===== config.mk =====
export PLATFORM = sky130hd
export DESIGN_NAME = ctc_greedy_decoder_top
export DESIGN_NICKNAME = d
export VERILOG_FILES = /design/src/sv/ctcgd_pkg.sv /design/src/sv/ctc_greedy_decoder_top.sv
export SDC_FILE = /design/constraint.sdc
export NUM_CORES = 1
export LEC_CHECK = 0
export BUFFER_PORTS_ARGS = -buffer_cell sky130_fd_sc_hd__clkbuf_2
export CORE_MARGIN = 2
export CORE_UTILIZATION = 55
export CTS_CLUSTER_DIAMETER = 50
export DETAILED_ROUTE_END_ITERATION = 10
export PLACE_DENSITY = 0.85
export SYNTH_ARGS = -nofsm -noshare
export SYNTH_HDL_FRONTEND = slang
export SYNTH_SLANG_ARGS = --single-unit
export TNS_END_PERCENT = 50

===== constraint.sdc =====
create_clock -name clk -period 9.9 [get_ports clk]
set_input_delay 0.495 -clock clk [delete_from_list [all_inputs] [get_ports clk]]
set_output_delay 0.495 -clock clk [all_outputs]
set_load 0.1 [all_outputs]

===== src/sv/ctcgd_pkg.sv =====
// types and constants shared by the greedy ctc decoder
`default_nettype none
package ctcgd_pkg;

  typedef struct packed {
    logic signed [15:0] class_score;
    logic               row_end;
    logic               sequence_end;
  } ctc_in_t;

  typedef struct packed {
    logic               symbol_valid;
    logic        [12:0] class_index;
    logic signed [15:0] symbol_score;
    logic               is_final;
    logic signed [15:0] average_score;
  } ctc_out_t;

  typedef enum logic [1:0] {
    ST_RUN,
    ST_DIV,
    ST_LOAD
  } state_t;

  localparam int SUM_W = 26;
  localparam int COUNT_W = 10;
  localparam int INDEX_W = 13;
  localparam int KEY_W = 14;
  localparam int ADDR_W = 3;

  localparam logic signed [SUM_W:0] SUM_MAX = 27'sd33554431;
  localparam logic signed [SUM_W:0] SUM_MIN = -27'sd33554432;
  localparam logic [COUNT_W-1:0] COUNT_MAX = 10'd1023;
  localparam logic [KEY_W-1:0] KEY_COUNT_RESET = 14'd8192;

  localparam logic REG_KEY_COUNT = 1'b0;

  localparam logic [4:0] DIV_LAST_STEP = 5'd25;

  localparam logic [25:0] AVG_NEG_LIMIT = 26'd32768;
  localparam logic [25:0] AVG_POS_LIMIT = 26'd32767;
  localparam logic signed [15:0] AVG_MIN = -16'sd32768;
  localparam logic signed [15:0] AVG_MAX = 16'sd32767;

endpackage
`default_nettype wire


===== src/sv/ctc_greedy_decoder_top.sv =====
// greedy ctc best-path decoder with iterative divider for the sequence mean
// a row result is on the output in the cycle after its last score is accepted
// a sequence end runs the divider in ST_DIV, then ST_LOAD loads the final result into the output register
// throughput: one score per cycle, a row end waits while the output is stalled
// input stalled after a sequence end while in ST_DIV and ST_LOAD, longer while the output is stalled
// reset (synchronous, active high) clears sequence state and sets key_count to 8192
`default_nettype none
module ctc_greedy_decoder_top
  import ctcgd_pkg::*;
#(
  parameter int MAX_CLASSES = 8192
) (
  input  wire logic                clk,
  input  wire logic                rst,
  input  wire logic                in_valid,
  output logic                     in_stall,
  input  wire ctc_in_t             in_data,
  output logic                     out_valid,
  input  wire logic                out_stall,
  output ctc_out_t                 out_data,
  input  wire logic                psel,
  input  wire logic                penable,
  input  wire logic                pwrite,
  input  wire logic [ADDR_W-1:0]   paddr,
  input  wire logic [31:0]         pwdata,
  output logic [31:0]              prdata,
  output logic                     pready
);

  localparam int CW = $clog2(MAX_CLASSES + 1);

  state_t state, state_next;

  logic [KEY_W-1:0]       key_count;
  logic signed [15:0]     best_score;
  logic [INDEX_W-1:0]     best_index;
  logic [CW-1:0]          column;
  logic [INDEX_W-1:0]     previous_index;
  logic                   previous_valid;
  logic signed [SUM_W-1:0] score_total;
  logic [COUNT_W-1:0]     symbol_count;

  logic [COUNT_W-1:0]     div_rem;
  logic [SUM_W-1:0]       div_quo;
  logic [COUNT_W-1:0]     div_den;
  logic                   div_neg;
  logic [4:0]             div_step;
  ctc_out_t               hold;

  logic                   accept;
  logic                   row_done;
  logic                   out_free;
  logic                   load_final;
  logic                   first_col;
  logic                   in_range;
  logic signed [15:0]     upd_score;
  logic [INDEX_W-1:0]     upd_index;
  logic                   emit;
  logic signed [SUM_W:0]  sum_wide;
  logic signed [SUM_W-1:0] sum_after;
  logic [COUNT_W-1:0]     count_after;
  logic [SUM_W-1:0]       sum_mag;
  logic [COUNT_W:0]       rem_sh;
  logic                   rem_ge;
  logic signed [15:0]     avg;

  // config port
  assign pready = 1'b1;
  always_comb begin
    prdata = '0;
    if (paddr[2] == REG_KEY_COUNT) begin
      prdata = 32'(key_count);
    end
  end

  always_ff @(posedge clk) begin
    if (rst) begin
      key_count <= KEY_COUNT_RESET;
    end else if (psel && penable && pwrite && pready && paddr[2] == REG_KEY_COUNT) begin
      key_count <= pwdata[KEY_W-1:0];
    end
  end

  // per-score argmax update
  assign row_done = in_data.row_end || in_data.sequence_end;
  assign out_free = !out_valid || !out_stall;
  assign accept = in_valid && !in_stall;
  assign first_col = (column == '0);
  assign in_range = (column < CW'(MAX_CLASSES));

  always_comb begin
    upd_score = best_score;
    upd_index = best_index;
    if (first_col) begin
      upd_score = in_data.class_score;
      upd_index = '0;
    end else if (in_range && in_data.class_score > best_score) begin
      upd_score = in_data.class_score;
      upd_index = INDEX_W'(column);
    end
  end

  assign emit = (!previous_valid || upd_index != previous_index) &&
                upd_index != '0 && {1'b0, upd_index} < key_count;

  always_comb begin
    sum_wide = {score_total[SUM_W-1], score_total} + (SUM_W+1)'(upd_score);
    sum_after = score_total;
    count_after = symbol_count;
    if (emit) begin
      if (sum_wide > SUM_MAX) begin
        sum_after = SUM_MAX[SUM_W-1:0];
      end else if (sum_wide < SUM_MIN) begin
        sum_after = SUM_MIN[SUM_W-1:0];
      end else begin
        sum_after = sum_wide[SUM_W-1:0];
      end
      if (symbol_count != COUNT_MAX) begin
        count_after = symbol_count + 1'b1;
      end
    end
    sum_mag = sum_after[SUM_W-1] ? SUM_W'(-sum_after) : SUM_W'(sum_after);
  end

  // iterative divider step
  assign rem_sh = {div_rem, div_quo[SUM_W-1]};
  assign rem_ge = rem_sh >= {1'b0, div_den};

  always_comb begin
    avg = '0;
    if (div_den != '0) begin
      if (div_neg) begin
        avg = (div_quo > AVG_NEG_LIMIT) ? AVG_MIN : 16'(16'd0 - div_quo[15:0]);
      end else begin
        avg = (div_quo > AVG_POS_LIMIT) ? AVG_MAX : div_quo[15:0];
      end
    end
  end

  // sequencer
  always_comb begin
    state_next = state;
    unique case (state)
      ST_RUN: begin
        if (accept && in_data.sequence_end) begin
          state_next = ST_DIV;
        end
      end
      ST_DIV: begin
        if (div_step == DIV_LAST_STEP) begin
          state_next = ST_LOAD;
        end
      end
      ST_LOAD: begin
        if (out_free) begin
          state_next = ST_RUN;
        end
      end
      default: state_next = ST_RUN;
    endcase
  end

  always_comb begin
    in_stall = 1'b1;
    load_final = 1'b0;
    unique case (state)
      ST_RUN: begin
        in_stall = out_valid && out_stall && row_done;
      end
      ST_DIV: begin
        in_stall = 1'b1;
      end
      ST_LOAD: begin
        load_final = out_free;
      end
      default: in_stall = 1'b1;
    endcase
  end

  always_ff @(posedge clk) begin
    if (rst) begin
      state <= ST_RUN;
    end else begin
      state <= state_next;
    end
  end

  // sequence state
  always_ff @(posedge clk) begin
    if (rst) begin
      best_score <= '0;
      best_index <= '0;
      column <= '0;
      previous_index <= '0;
      previous_valid <= 1'b0;
      score_total <= '0;
      symbol_count <= '0;
    end else if (accept) begin
      best_score <= upd_score;
      best_index <= upd_index;
      if (row_done) begin
        column <= '0;
      end else if (in_range) begin
        column <= column + 1'b1;
      end
      if (in_data.sequence_end) begin
        previous_index <= '0;
        previous_valid <= 1'b0;
        score_total <= '0;
        symbol_count <= '0;
      end else if (row_done) begin
        previous_index <= upd_index;
        previous_valid <= 1'b1;
        score_total <= sum_after;
        symbol_count <= count_after;
      end
    end
  end

  // divider datapath
  always_ff @(posedge clk) begin
    if (rst) begin
      div_step <= '0;
    end else if (accept && in_data.sequence_end) begin
      div_step <= '0;
    end else if (state == ST_DIV) begin
      div_step <= div_step + 1'b1;
    end
  end

  always_ff @(posedge clk) begin
    if (accept && in_data.sequence_end) begin
      div_rem <= '0;
      div_quo <= sum_mag;
      div_den <= count_after;
      div_neg <= sum_after[SUM_W-1];
      hold.symbol_valid <= emit;
      hold.class_index <= upd_index;
      hold.symbol_score <= upd_score;
      hold.is_final <= 1'b1;
      hold.average_score <= '0;
    end else if (state == ST_DIV) begin
      div_rem <= rem_ge ? COUNT_W'(rem_sh - {1'b0, div_den}) : rem_sh[COUNT_W-1:0];
      div_quo <= {div_quo[SUM_W-2:0], rem_ge};
    end
  end

  // output register
  always_ff @(posedge clk) begin
    if (rst) begin
      out_valid <= 1'b0;
    end else if (load_final || (accept && row_done && !in_data.sequence_end)) begin
      out_valid <= 1'b1;
    end else if (!out_stall) begin
      out_valid <= 1'b0;
    end
  end

  always_ff @(posedge clk) begin
    if (load_final) begin
      out_data.symbol_valid <= hold.symbol_valid;
      out_data.class_index <= hold.class_index;
      out_data.symbol_score <= hold.symbol_score;
      out_data.is_final <= hold.is_final;
      out_data.average_score <= avg;
    end else if (accept && row_done && !in_data.sequence_end) begin
      out_data.symbol_valid <= emit;
      out_data.class_index <= upd_index;
      out_data.symbol_score <= upd_score;
      out_data.is_final <= 1'b0;
      out_data.average_score <= '0;
    end
  end

`ifndef NO_ASSERTIONS
  a_no_accept_busy: assert property (@(posedge clk) disable iff (rst)
    state != ST_RUN |-> !accept)
    else $error("transaction accepted while divider busy");

  a_seq_end_clears: assert property (@(posedge clk) disable iff (rst)
    accept && in_data.sequence_end |=> column == '0 && !previous_valid && symbol_count == '0)
    else $error("sequence state not cleared at sequence end");

  a_avg_zero: assert property (@(posedge clk) disable iff (rst)
    out_valid && !out_data.is_final |-> out_data.average_score == '0)
    else $error("average on a non-final transaction");

  a_symbol_nonblank: assert property (@(posedge clk) disable iff (rst)
    out_valid && out_data.symbol_valid |-> out_data.class_index != '0)
    else $error("blank emitted as symbol");

  a_load_after_div: assert property (@(posedge clk) disable iff (rst)
    state == ST_LOAD |-> $past(state) == ST_DIV || $past(state) == ST_LOAD)
    else $error("load without a divide");
`endif

endmodule
`default_nettype wire


# Word level (Yosys, flattened, before mapping)
# Cells that the tools add are included.
# totals
output_inout_bits,82
reg_bits,239
in_bits,60
wordCells,119
# op_classes
n_reduce_logical,33
eq_ne,9
n_mux,38
n_lt_le_gt_ge,8
addsub,7
n_bitwise,1
# ops
op,count
two-way mux 26 bit,8
two-way mux 16 bit,6
two-way mux 47 bit,2
two-way mux 13 bit,4
two-way mux 10 bit,5
two-way mux 14 bit,3
adder 26 x 16 -> 27 bit,1
greater-than comparator 27 x 26 -> 1 bit (second input constant),1
< comparator 27 x 26 -> 1 bit (second input constant),1
greater-than comparator 26 x 15 -> 1 bit (second input constant),1
greater-than comparator 26 x 16 -> 1 bit (second input constant),1
negator 26 bit,1
greater-than comparator 16 bit,1
subtractor 1 x 16 -> 16 bit (first input constant),1
adder 14 x 1 -> 14 bit (second input constant),1
logical NOT 14 bit,1
< comparator 13 x 14 -> 1 bit,1
< comparator 14 bit (second input constant),1
!= test 13 bit,1
nonzero test 13 bit,1
logical AND 1 bit,12
>= comparator 11 x 10 -> 1 bit,1
adder 10 x 1 -> 10 bit (second input constant),1
!= test 10 bit (second input constant),1
other kinds (19),39

# Depth between registers and ports, before layout
# Gate-level depths: netlist (run 1).
# depth
depth_word,12
ltp_mapped,28
mapped_depth_nobuf,25

# Worst setup path before layout (run 1)
# No wires, ideal clock.
# synth_path
path_type,input port to flip-flop
from,input in_data[17] (netlist bit)
to,register div_quo[22] (data pin)
n_path_buf,4
t_required_ns,9.636
setup_time_ns,0.264
path_slack_ns,2.789
path_stages,25
arrival_ns,6.846
cell_sequence,ha_1 nand4_1 nor3_1 or3_1 or4_4 nand3_4 and2_1 clkbuf_1 clkbuf_1 mux2i_1 inv_1 ha_1 clkbuf_1 and4_1 o41ai_1 nand2b_1 or3_1 clkbuf_1 a21boi_2 o21ai_0 or4bb_1 mux2_2 or2_1 a31oi_1 nand3b_1
# synth_via
elab_chain_cells,12
elab_cells_between_ends,21
classes_between,add/sub (2); order compare (4); eq/ne (1); mux (9); reduce/logical (5)
# synth_rtl
element,line_no,rtl
start: declaration,ctc_greedy_decoder_top.sv:17,"input wire ctc_in_t in_data,"
greater-than comparator 16 bit,ctc_greedy_decoder_top.sv:97,end else if (in_range && in_data.class_score > best_score) begin
logical AND 1 bit,ctc_greedy_decoder_top.sv:97,
two-way mux 16 bit,ctc_greedy_decoder_top.sv:97,
two-way mux 16 bit *,ctc_greedy_decoder_top.sv:94,if (first_col) begin
named net upd_score[15],ctc_greedy_decoder_top.sv:56,logic signed [15:0] upd_score;
adder 26 x 16 -> 27 bit *,ctc_greedy_decoder_top.sv:107,"sum_wide = {score_total[SUM_W-1], score_total} + (SUM_W+1)'(upd_score);"
< comparator 27 x 26 -> 1 bit,ctc_greedy_decoder_top.sv:113,end else if (sum_wide < SUM_MIN) begin
two-way mux 26 bit,ctc_greedy_decoder_top.sv:113,
two-way mux 26 bit *,ctc_greedy_decoder_top.sv:111,if (sum_wide > SUM_MAX) begin
two-way mux 26 bit *,ctc_greedy_decoder_top.sv:110,if (emit) begin
negator 26 bit,ctc_greedy_decoder_top.sv:122,sum_mag = sum_after[SUM_W-1] ? SUM_W'(-sum_after) : SUM_W'(sum_after);
two-way mux 26 bit *,ctc_greedy_decoder_top.sv:122,
two-way mux 26 bit *,ctc_greedy_decoder_top.sv:232,if (accept && in_data.sequence_end) begin
end signal: assignment,ctc_greedy_decoder_top.sv:234,div_quo <= sum_mag;
end signal: assignment,ctc_greedy_decoder_top.sv:244,"div_quo <= {div_quo[SUM_W-2:0], rem_ge};"
end: declaration,ctc_greedy_decoder_top.sv:44,logic [SUM_W-1:0] div_quo;
# The timed path passes the listed nets; every way through them passes the cells marked *.
# A chain may end at the register's enable or synchronous reset.

# Worst setup path in the final report (run 1)
# layout_path
from,register best_score[15]
to,register div_quo[18] (data pin)
# layout_via
elab_chain_cells,12
elab_cells_between_ends,21
classes_between,add/sub (2); order compare (4); eq/ne (1); mux (9); reduce/logical (5)
# layout_rtl
element,line_no,rtl
start: declaration,ctc_greedy_decoder_top.sv:35,logic signed [15:0] best_score;
start signal: assignment,ctc_greedy_decoder_top.sv:199,best_score <= upd_score;
greater-than comparator 16 bit,ctc_greedy_decoder_top.sv:97,
logical AND 1 bit,ctc_greedy_decoder_top.sv:97,
two-way mux 16 bit *,ctc_greedy_decoder_top.sv:97,
two-way mux 16 bit *,ctc_greedy_decoder_top.sv:94,
named net upd_score[15],ctc_greedy_decoder_top.sv:56,
adder 26 x 16 -> 27 bit *,ctc_greedy_decoder_top.sv:107,
< comparator 27 x 26 -> 1 bit,ctc_greedy_decoder_top.sv:113,
two-way mux 26 bit,ctc_greedy_decoder_top.sv:113,
two-way mux 26 bit *,ctc_greedy_decoder_top.sv:111,
two-way mux 26 bit *,ctc_greedy_decoder_top.sv:110,
negator 26 bit,ctc_greedy_decoder_top.sv:122,
two-way mux 26 bit *,ctc_greedy_decoder_top.sv:122,
two-way mux 26 bit *,ctc_greedy_decoder_top.sv:232,
# Marked as above.

==> flow_summary.toml, run 1 <==
[timing]
holdWs_ps = 171
slew_viol_final = 0
skew_ps = 18.7
max_clock_freq_mhz = 121
tns_ps = 0
tightest_slew_ps = 1210
rsz0062_at_grt = "false"
fin_crit_sh = 0.832
setup_viol = 0
finalWorstSetupSlack_ps = 1660
finalHoldViolCount = 0
max_slew_margin = 0.190
period_needed_ps = 8240

[global_routing]
grt_usage = 0.253
grt_max_degree = 69
grt_pass1_wl_um = 59300
antenna_found_initial = 0
grt-ovfl-total = 0
grt_pass1_vias = 12200

[floorplanning]
die_y_um = 167
start_util = 0.561
design.die.area_sq_mm = 0.0280
die_x_um = 167
fp-row-count = 59
ios = 142
core_area_sq_mm = 0.0261

[synth]
syn_avg_cell_area_sq_um = 8.53
yosysUniqueCellTypes = 83
synth_warnings = 0
synth_edf_count = 114
async_flop_share = 0
syn_inst = 1720
synth_area_sq_mm = 0.0147
synthFlopType = "dfxtp_1"
ys_seq_area_frac = 0.404
synth-seq-cells = 239

[place]
dp.cells = 2071
preCtsSetupSlack_ps = 1640
port_buffers = 102
dp_hpwl_um = 25600
place.gp.congestion = 0.929

[finish]
ff_latch_area_sq_mm = 0.00593
final_cell_mix = "204 x nand2_1, 164 x nor2_1, 125 x dfxtp_1, 123 x a21oi_1, 119 x o21ai_0"
n_fill_cell = 2117
final_cells = 2123
multi_input_area_sq_mm = 0.00789
nNetsFinal = 1900
num_antenna_cells = 0
layout_commonest_cell = "nand2_1"
drive_above_1_share = 0.112
syn2layout_area_growth_pct = 10.6

[setup_path]
critPathLaunch = "best_score[15]"
rr_startpoint = "best_score[15]"
crit_arrival_ps = 8510
worstPathRequired_ps = 10170
worstRegToRegCells = 23
cp-start-kind = "flip-flop"
reg2reg_slack_ps = 1660
critPathKind = "flip-flop to flip-flop"
critPathMaxFanout = 19
endpoint = "div_quo[18]"
r2r-end = "div_quo[18]"
endpoint_kind = "flip-flop"

[power_and_ir_drop]
peakVddDrop_mv = 0.112
leakagePower_uw = 0.00651
total_power_uw = 2740
power_per_cell_area_mw_per_mm2 = 169

[clock_network]
root_buffer = "clkbuf_16"
cts_buffer_depth = 3
cts_tree = "yes"
htree_num_levels = 1
cts.sinks = 239
cts-resized-gates = 0
clk_pin_slew_ps = 60
clk_latency_ps = 550
cts_buffers = 28
holdBufCountCts = 0
postCtsSetupRepairBufs = 0

[routing]
drtIter0Drc = 1182
vias = 13000
drc = 4
antenna_left = 0
vias_per_cell = 6.10
wl_per_cell_um = 17.1
first_pass_iters = 9
finalWirelength_um = 36200

[job]
maxCapViolations = 0

[run_status]
violations = "design-rule violations"
outcome = "finished with violations"

[min_path]
holdCritPathClass = "input pin to flip-flop"
-- critical path, stage by stage, from the launching register on --
cell       delay [ps]
dfxtp_1           370
inv_1              60
ha_1              300
nand4_1           210
nor3_1            100
or3_1             430
or4_4             590
nand3_4           160
and2_1            570
mux2i_1           360
inv_1             330
ha_1              480
a21oi_1           220
o21ai_0           220
a2111oi_0         500
o21a_1            200
a22o_1            430
a21boi_2          690
o21ai_0           310
or4bb_1           560
mux2_2            330
o31ai_2           270
xnor2_1           160
o21ai_1            80
-- where the power goes --
| group | total, uW | internal (uW) | switching (uW) |
|---|---|---|---|
| Combinational | 515 | 164 | 351 |
| Sequential | 1140 | 1100 | 41.5 |
| Clock | 1090 | 666 | 420 |
-- layout make-up --
cell class / instances / share of cell area
Multi-Input combinational cell: 1274 / 0.486
Sequential cell: 239 / 0.365
Clock buffer: 39 / 0.0488
Timing Repair Buffer: 111 / 0.0356
Inverter: 112 / 0.0261
Tap cell: 335 / 0.0258
Clock inverter: 13 / 0.0120
-- cells by family (layout without fill, tap and decap cells) --
group,count (synthesis),count (layout),synth area share
simple gates,611,611,0.199
compound gates,447,447,0.189
flops,239,239,0.404
buf+inv,224,275,0.0633
fa+ha+maj,75,75,0.0648
xor+xnor,67,67,0.0400
mux,55,55,0.0393
other cells,2,19,0.000512
-- layer usage --
metal	part of all wire	global-route usage
met4	0.024	0.0802
met5	0	0
met3	0.076	0.0357
met1	0.45	0.345
met2	0.45	0.416
-- sequential cells by signal (all words and copies together), names as in the netlist, 2 cells and up --
name            count
key_count          14
best_index         13
symbol_count       10
state               2
column             14
hold               30
div_rem            10
out_data           47
div_quo            26
previous_index     13
div_den            10
score_total        26
best_score         16
div_step            5
-- cells in the mapped netlist, types with 8 or more instances --
master / number / area (sq um)
o21ai_0: 119 / 596
a211oi_1: 37 / 278
o21a_1: 10 / 75.1
o211ai_1: 9 / 67.6
nand2b_1: 8 / 50.1
nor2_1: 164 / 616
nand2_1: 207 / 777
mux2i_1: 46 / 460
o22ai_1: 13 / 81.3
nand4_1: 31 / 194
o31ai_1: 9 / 67.6
nand3_1: 36 / 180
nor2b_1: 12 / 75.1
nor3_1: 28 / 140
buf_4: 19 / 143
or4_1: 10 / 75.1
nand4b_1: 13 / 114
and3_1: 8 / 50.1
a31oi_1: 31 / 194
nor4_1: 23 / 144
a21oi_1: 124 / 621
a22o_1: 13 / 114
clkbuf_1: 83 / 312
or3_1: 23 / 144
xnor2_1: 42 / 368
a21o_1: 17 / 128
o21ai_1: 11 / 55.1
ha_1: 72 / 901
dfxtp_1: 125 / 2500
or2_2: 14 / 87.6
xor2_1: 25 / 219
edfxtp_1: 114 / 3420
inv_1: 109 / 409
-- through the flow --
| stage | cell area, sq um | utilization |
|---|---|---|
| after floorplan | 14700 | - |
| after global placement | 15200 | 0.583 |
| after detailed placement | 15200 | 0.583 |
| after CTS | 16200 | 0.621 |
| after global routing | 16200 | 0.621 |
| final | 16200 | 0.621 |
-- worst min-delay path by stage --
stage	from	end	slack, ps	depth (start not counted)
6_report	pwdata[13]	key_count[13]	170	3
5_1_grt	pwdata[1]	key_count[1]	180	3
4_1_cts	pwdata[13]	key_count[13]	160	3
3_5_place_dp	key_count[12]	key_count[12]	450	2
3_3_place_gp	key_count[2]	key_count[2]	440	2
2_1_floorplan	div_rem[9]	div_rem[9]	430	2
Note: power is estimated with default switching activity, not from simulation.
==> run 2: changes to the inputs <==
==> constraint.sdc (replaced) <==
create_clock -name clk -period 8.09 [get_ports clk]
set_input_delay 0.4045 -clock clk [delete_from_list [all_inputs] [get_ports clk]]
set_output_delay 0.4045 -clock clk [all_outputs]
set_load 0.1 [all_outputs]
==> run 2 against run 1 <==
Compared with the run above:
- clock-buffer cell count down 3
- critical endpoint is now div_quo[22]
- wire length is 0.75% higher
- the run still ends with design-rule violations left
- clock skew shrank 6.3 ps
- core utilization is 0.23 points lower
- highest routed layer unchanged
- largest power group unchanged
==> flow_summary.toml, run 2 (synthesis results as in run 1) <==
[routing]
dr_wl_met3_um = 2760
met1_length_um = 16300
antenna_left = 0
finalWirelength_um = 36500
wl_per_cell_um = 17.2
top_layer = "met4"
dr_wl_met2_um = 16500
vias_per_cell = 6.12
first_pass_iters = 8
drtIter0Drc = 1265
vias = 13000
drc = 4

[timing]
period_needed_ps = 7320
rsz0062_at_grt = "false"
max_slew_margin = 0.213
fin_crit_sh = 0.905
skew_ps = 12.5
setup_viol = 0
tightest_slew_ps = 1180
tns_ps = 0
max_clock_freq_mhz = 137
finalHoldViolCount = 0
slew_viol_final = 0

[floorplanning]
core_area_sq_mm = 0.0261
ios = 142
fp-row-count = 59
die_x_um = 167
design.die.area_sq_mm = 0.0280
die_y_um = 167
start_util = 0.561

[finish]
nNetsFinal = 1906
drive_above_1_share = 0.113
reg_top3 = "out_data (47), hold (30)"
final_cell_mix = "204 x nand2_1, 164 x nor2_1, 125 x dfxtp_1, 123 x a21oi_1, 119 x o21ai_0"
layout_commonest_cell = "nand2_1"
regMostFlops = "out_data"
syn2layout_area_growth_pct = 10.2
largest_register_ff_count = 47
n_fill_cell = 2184
fin_util = 0.618
num_antenna_cells = 0

[clock_network]
root_buffer = "clkbuf_16"
clk_pin_slew_ps = 60
cts_buffers = 27
clk_latency_ps = 530
cts-resized-gates = 0
holdBufCountCts = 0
postCtsSetupRepairBufs = 0
cts.sinks = 239
cts_buffer_depth = 3
htree_num_levels = 1
cts_tree = "yes"

[global_routing]
grt-ovfl-total = 0
grt_pass1_wl_um = 59600
grt_max_degree = 69
grt_usage = 0.254
antenna_found_initial = 0
grt_pass1_vias = 12000

[power_and_ir_drop]
switching_power_uw = 967
power_frac_comb = 0.195
peakVddDrop_mv = 0.179
pwr-share-clk = 0.373
power_per_cell_area_mw_per_mm2 = 200
intPower_uw = 2270
seq_power_share = 0.432
leakagePower_uw = 0.00648
swShare = 0.299

[job]
maxCapViolations = 0

[run_status]
violations = "design-rule violations"
outcome = "finished with violations"

[setup_path]
crit_buf_inv = 3
critPathKind = "flip-flop to flip-flop"
worstPathCellList = "inv_1, ha_1, nand4_1, nor3_1, or3_1, or4_4, nand3_4, and2_1, buf_4, mux2i_1, inv_1, ha_1, a21o_1, a31oi_1, o21ai_0, o211ai_1, a22o_1, a21boi_2, o21ai_0, or4bb_1, mux2_2, or2_1, a31oi_1, nand3b_1"
crit_arrival_ps = 7600
endpoint_kind = "flip-flop"
crit_slowest_cell = "or4_4"
critPathMaxFanout = 13
cp-start-kind = "flip-flop"
worstPathRequired_ps = 8370
path_delay_family = "simple AND/OR/NAND/NOR gates"
slowest_delay_ps = 590

[place]
port_buffers = 102
dp_hpwl_um = 25700
place.gp.congestion = 0.930

[min_path]
holdCritPathClass = "input pin to flip-flop"
-- run 2: changes by cell type in the layout (fill, tap and decap cells not counted), sizes merged --
cell      delta
bufinv       -1
buf          +7
inv          -1
clkbuf       -3
clkinvlp     +2
-- run 2: area by class of cell --
class,count,area [sq um],area share
clock buffers,36,719,0.0445
clock inverters,13,154,0.00952
inverters,112,423,0.0262
multi-input cells,1274,7890,0.488
flip-flops and latches,239,5930,0.367
well taps,335,419,0.0259
repair buffers,118,631,0.0390
-- run 2: worst min-delay path: stages --
cell	delay (ps)
clkbuf_2	80
nand2_1	40
nand3b_1	60
-- run 2: path summary, 6_finish.rpt --
kind | startpoint | to | slack [ps] | cells past startpoint
worst max-delay path | best_score[14] | div_quo[22] | 770 | 24
worst min-delay path | pwdata[13] | key_count[13] | 90 | 3
worst max register to register | best_score[14] | div_quo[22] | 770 | 24
worst min register to register | key_count[6] | key_count[6] | 460 | 2
-- run 2: routing by layer --
metal	up-vias	track usage
li1	6264	-
met1	6104	0.360
met2	572	0.415
met3	70	0.0281
met4	0	0.0699
met5	-	0
-- run 2: stage by stage --
step           power, uW  setup WS, ps  instances  instance area, sq um  hold WS, ps
2_1_floorplan       1910          1070       1737                 14700          432
3_3_place_gp        2020           861       2078                 15300          442
3_5_place_dp        2040           732       2078                 15300          447
4_1_cts             3230           840       2127                 16200         79.7
5_1_grt             3360           246       2127                 16200         98.8
6_report            3240           767       2127                 16200         90.4
-- run 2: power by group through the flow --
stage | combinational, uW | clock (uW) | sequential [uW]
finish | 632 | 1210 | 1400
CTS | 626 | 1210 | 1400
global route | 693 | 1260 | 1410
floorplan | 446 | 0 | 1470
detailed placement | 619 | 0 | 1420
global placement | 600 | 0 | 1420
==> run 3: changes to the inputs <==
--- a/config.mk
+++ b/config.mk
@@ -6,11 +6,13 @@
 export NUM_CORES = 1
 export LEC_CHECK = 0
 export BUFFER_PORTS_ARGS = -buffer_cell sky130_fd_sc_hd__clkbuf_2
+export CELL_PAD_IN_SITES_DETAIL_PLACEMENT = 1
+export CELL_PAD_IN_SITES_GLOBAL_PLACEMENT = 1
 export CORE_MARGIN = 2
-export CORE_UTILIZATION = 55
+export CORE_UTILIZATION = 46
 export CTS_CLUSTER_DIAMETER = 50
 export DETAILED_ROUTE_END_ITERATION = 10
-export PLACE_DENSITY = 0.85
+export PLACE_DENSITY = 0.91
 export SYNTH_ARGS = -nofsm -noshare
 export SYNTH_HDL_FRONTEND = slang
 export SYNTH_SLANG_ARGS = --single-unit
==> run 3 against run 2 <==
Compared with the run above:
- the flow now finishes without violations
- clock skew up 15 ps
- largest power group unchanged
- global-route usage up 1.1 points
- critical endpoint is now div_quo[2]
- sequential power about the same
- non-clock buffer count up 6
==> flow_summary.toml, run 3 (synthesis results as in run 1) <==
[floorplanning]
die_x_um = 183
start_util = 0.466
design.die.area_sq_mm = 0.0333
die_y_um = 183
core_area_sq_mm = 0.0315
fp-row-count = 65
ios = 142

[finish]
fin_util = 0.521
syn2layout_area_growth_pct = 11.9
final_cell_mix = "204 x nand2_1, 164 x nor2_1, 125 x dfxtp_1, 123 x a21oi_1, 119 x o21ai_0"
regMostFlops = "out_data"
reg_top3 = "out_data (47), hold (30)"
layout_commonest_cell = "nand2_1"
nNetsFinal = 1912
drive_above_1_share = 0.118
final_cells = 2201
largest_register_ff_count = 47
num_antenna_cells = 0

[timing]
finalWorstSetupSlack_ps = 474
max_slew_margin = 0.241
slew_viol_final = 0
setup_viol = 0
fin_crit_sh = 0.941
period_needed_ps = 7620
tightest_slew_ps = 1140
skew_ps = 27.2
rsz0062_at_grt = "false"
tns_ps = 0
finalHoldViolCount = 0
max_clock_freq_mhz = 131

[clock_network]
cts.sinks = 239
cts_buffer_depth = 3
cts-resized-gates = 0
cts_buffers = 27
cts_tree = "yes"
holdBufCountCts = 0
clk_latency_ps = 560
clk_pin_slew_ps = 70
root_buffer = "clkbuf_16"
htree_num_levels = 1
postCtsSetupRepairBufs = 0

[global_routing]
grt-ovfl-total = 0
antenna_found_initial = 1
grt_max_degree = 69
grt_usage = 0.265
grt_pass1_vias = 13600
grt_pass1_wl_um = 72100

[routing]
wl_per_cell_um = 20.3
finalWirelength_um = 44800
vias_per_cell = 6.06
drtIter0Drc = 1114
drc = 0
vias = 13300
antenna_left = 0
first_pass_iters = 6

[setup_path]
endpoint_kind = "flip-flop"
worstPathRequired_ps = 8480
cp-start-kind = "flip-flop"
critPathKind = "flip-flop to flip-flop"
crit_arrival_ps = 8010
critPathMaxFanout = 36

[run_status]
outcome = "finished, final reports clean"

[place]
place.gp.congestion = 0.890
port_buffers = 102
dp.cells = 2151
dp_hpwl_um = 31700
preCtsSetupSlack_ps = 614

[power_and_ir_drop]
peakVddDrop_mv = 0.165
leakagePower_uw = 0.00659
power_per_cell_area_mw_per_mm2 = 208

[job]
maxCapViolations = 0

[min_path]
holdCritPathClass = "input pin to flip-flop"
run 3: cell count changes in the layout (fill, tap and decap cells not counted), moves of 2 or more:
cell,change
clkinvlp_4,-4
clkinv_2,-4
buf_4,+6
inv_4,+2
clkbuf_1,-3
clkbuf_16,+4
clkbuf_8,+2
run 3: final cells by class:
type,count,area (sq um)
flip-flops and latches,239,5930
repair buffers,124,676
inverters,112,423
clock inverters,11,160
clock buffers,39,836
multi-input cells,1274,7890
fillers,3708,15100
well taps,402,503
run 3: power by group:
part / switching, uW / internal (uW) / total, uW
clock: 538 / 824 / 1360
sequential: 56.5 / 1350 / 1400
combinational: 453 / 206 / 659
total: 1050 / 2370 / 3420
run 3: worst max-delay path, cell delays in order, from the launching register on:
cell and delay [ps]:
dfxtp_1 370, inv_1 50, ha_1 340, nand4_1 230, or4_1 640, a21oi_2 240, nor4_1 140, nor3_1 240
buf_4 250, nor2_1 80, a21oi_1 480, inv_1 180, ha_1 230, a21oi_1 150, o211ai_1 130, o211a_1 130
o31ai_1 540, nand3_1 160, mux2_2 310, a211oi_1 350, o31ai_4 130, buf_4 270, inv_4 450, mux2i_4 440
inv_2 230, and3_1 210, o311a_1 310, a21oi_1 140
run 3: final timing paths:
check                                     from  slack, ps  cells after the start           end
worst min register to register    key_count[3]        460                      2  key_count[3]
worst min-delay path                 pwdata[3]         60                      3  key_count[3]
worst max register to register  best_score[15]        470                     27    div_quo[2]
worst max-delay path            best_score[15]        470                     27    div_quo[2]
run 3: metal layers:
metal	vias up	GRT usage	part of all wire
li1	6267	-	-
met1	6537	0.350	0.44
met2	436	0.447	0.47
met3	92	0.0391	0.064
met4	0	0.0845	0.027
met5	-	0	0
run 3: stage by stage:
step / instance area (sq um) / hold slack (ps) / power, uW
6_report: 16400 / 57.2 / 3420
5_1_grt: 16400 / 58.0 / 3540
4_1_cts: 16400 / 43.4 / 3430
3_5_place_dp: 15400 / 450 / 2070
3_3_place_gp: 15400 / 441 / 2030
2_1_floorplan: 14700 / 432 / 1910
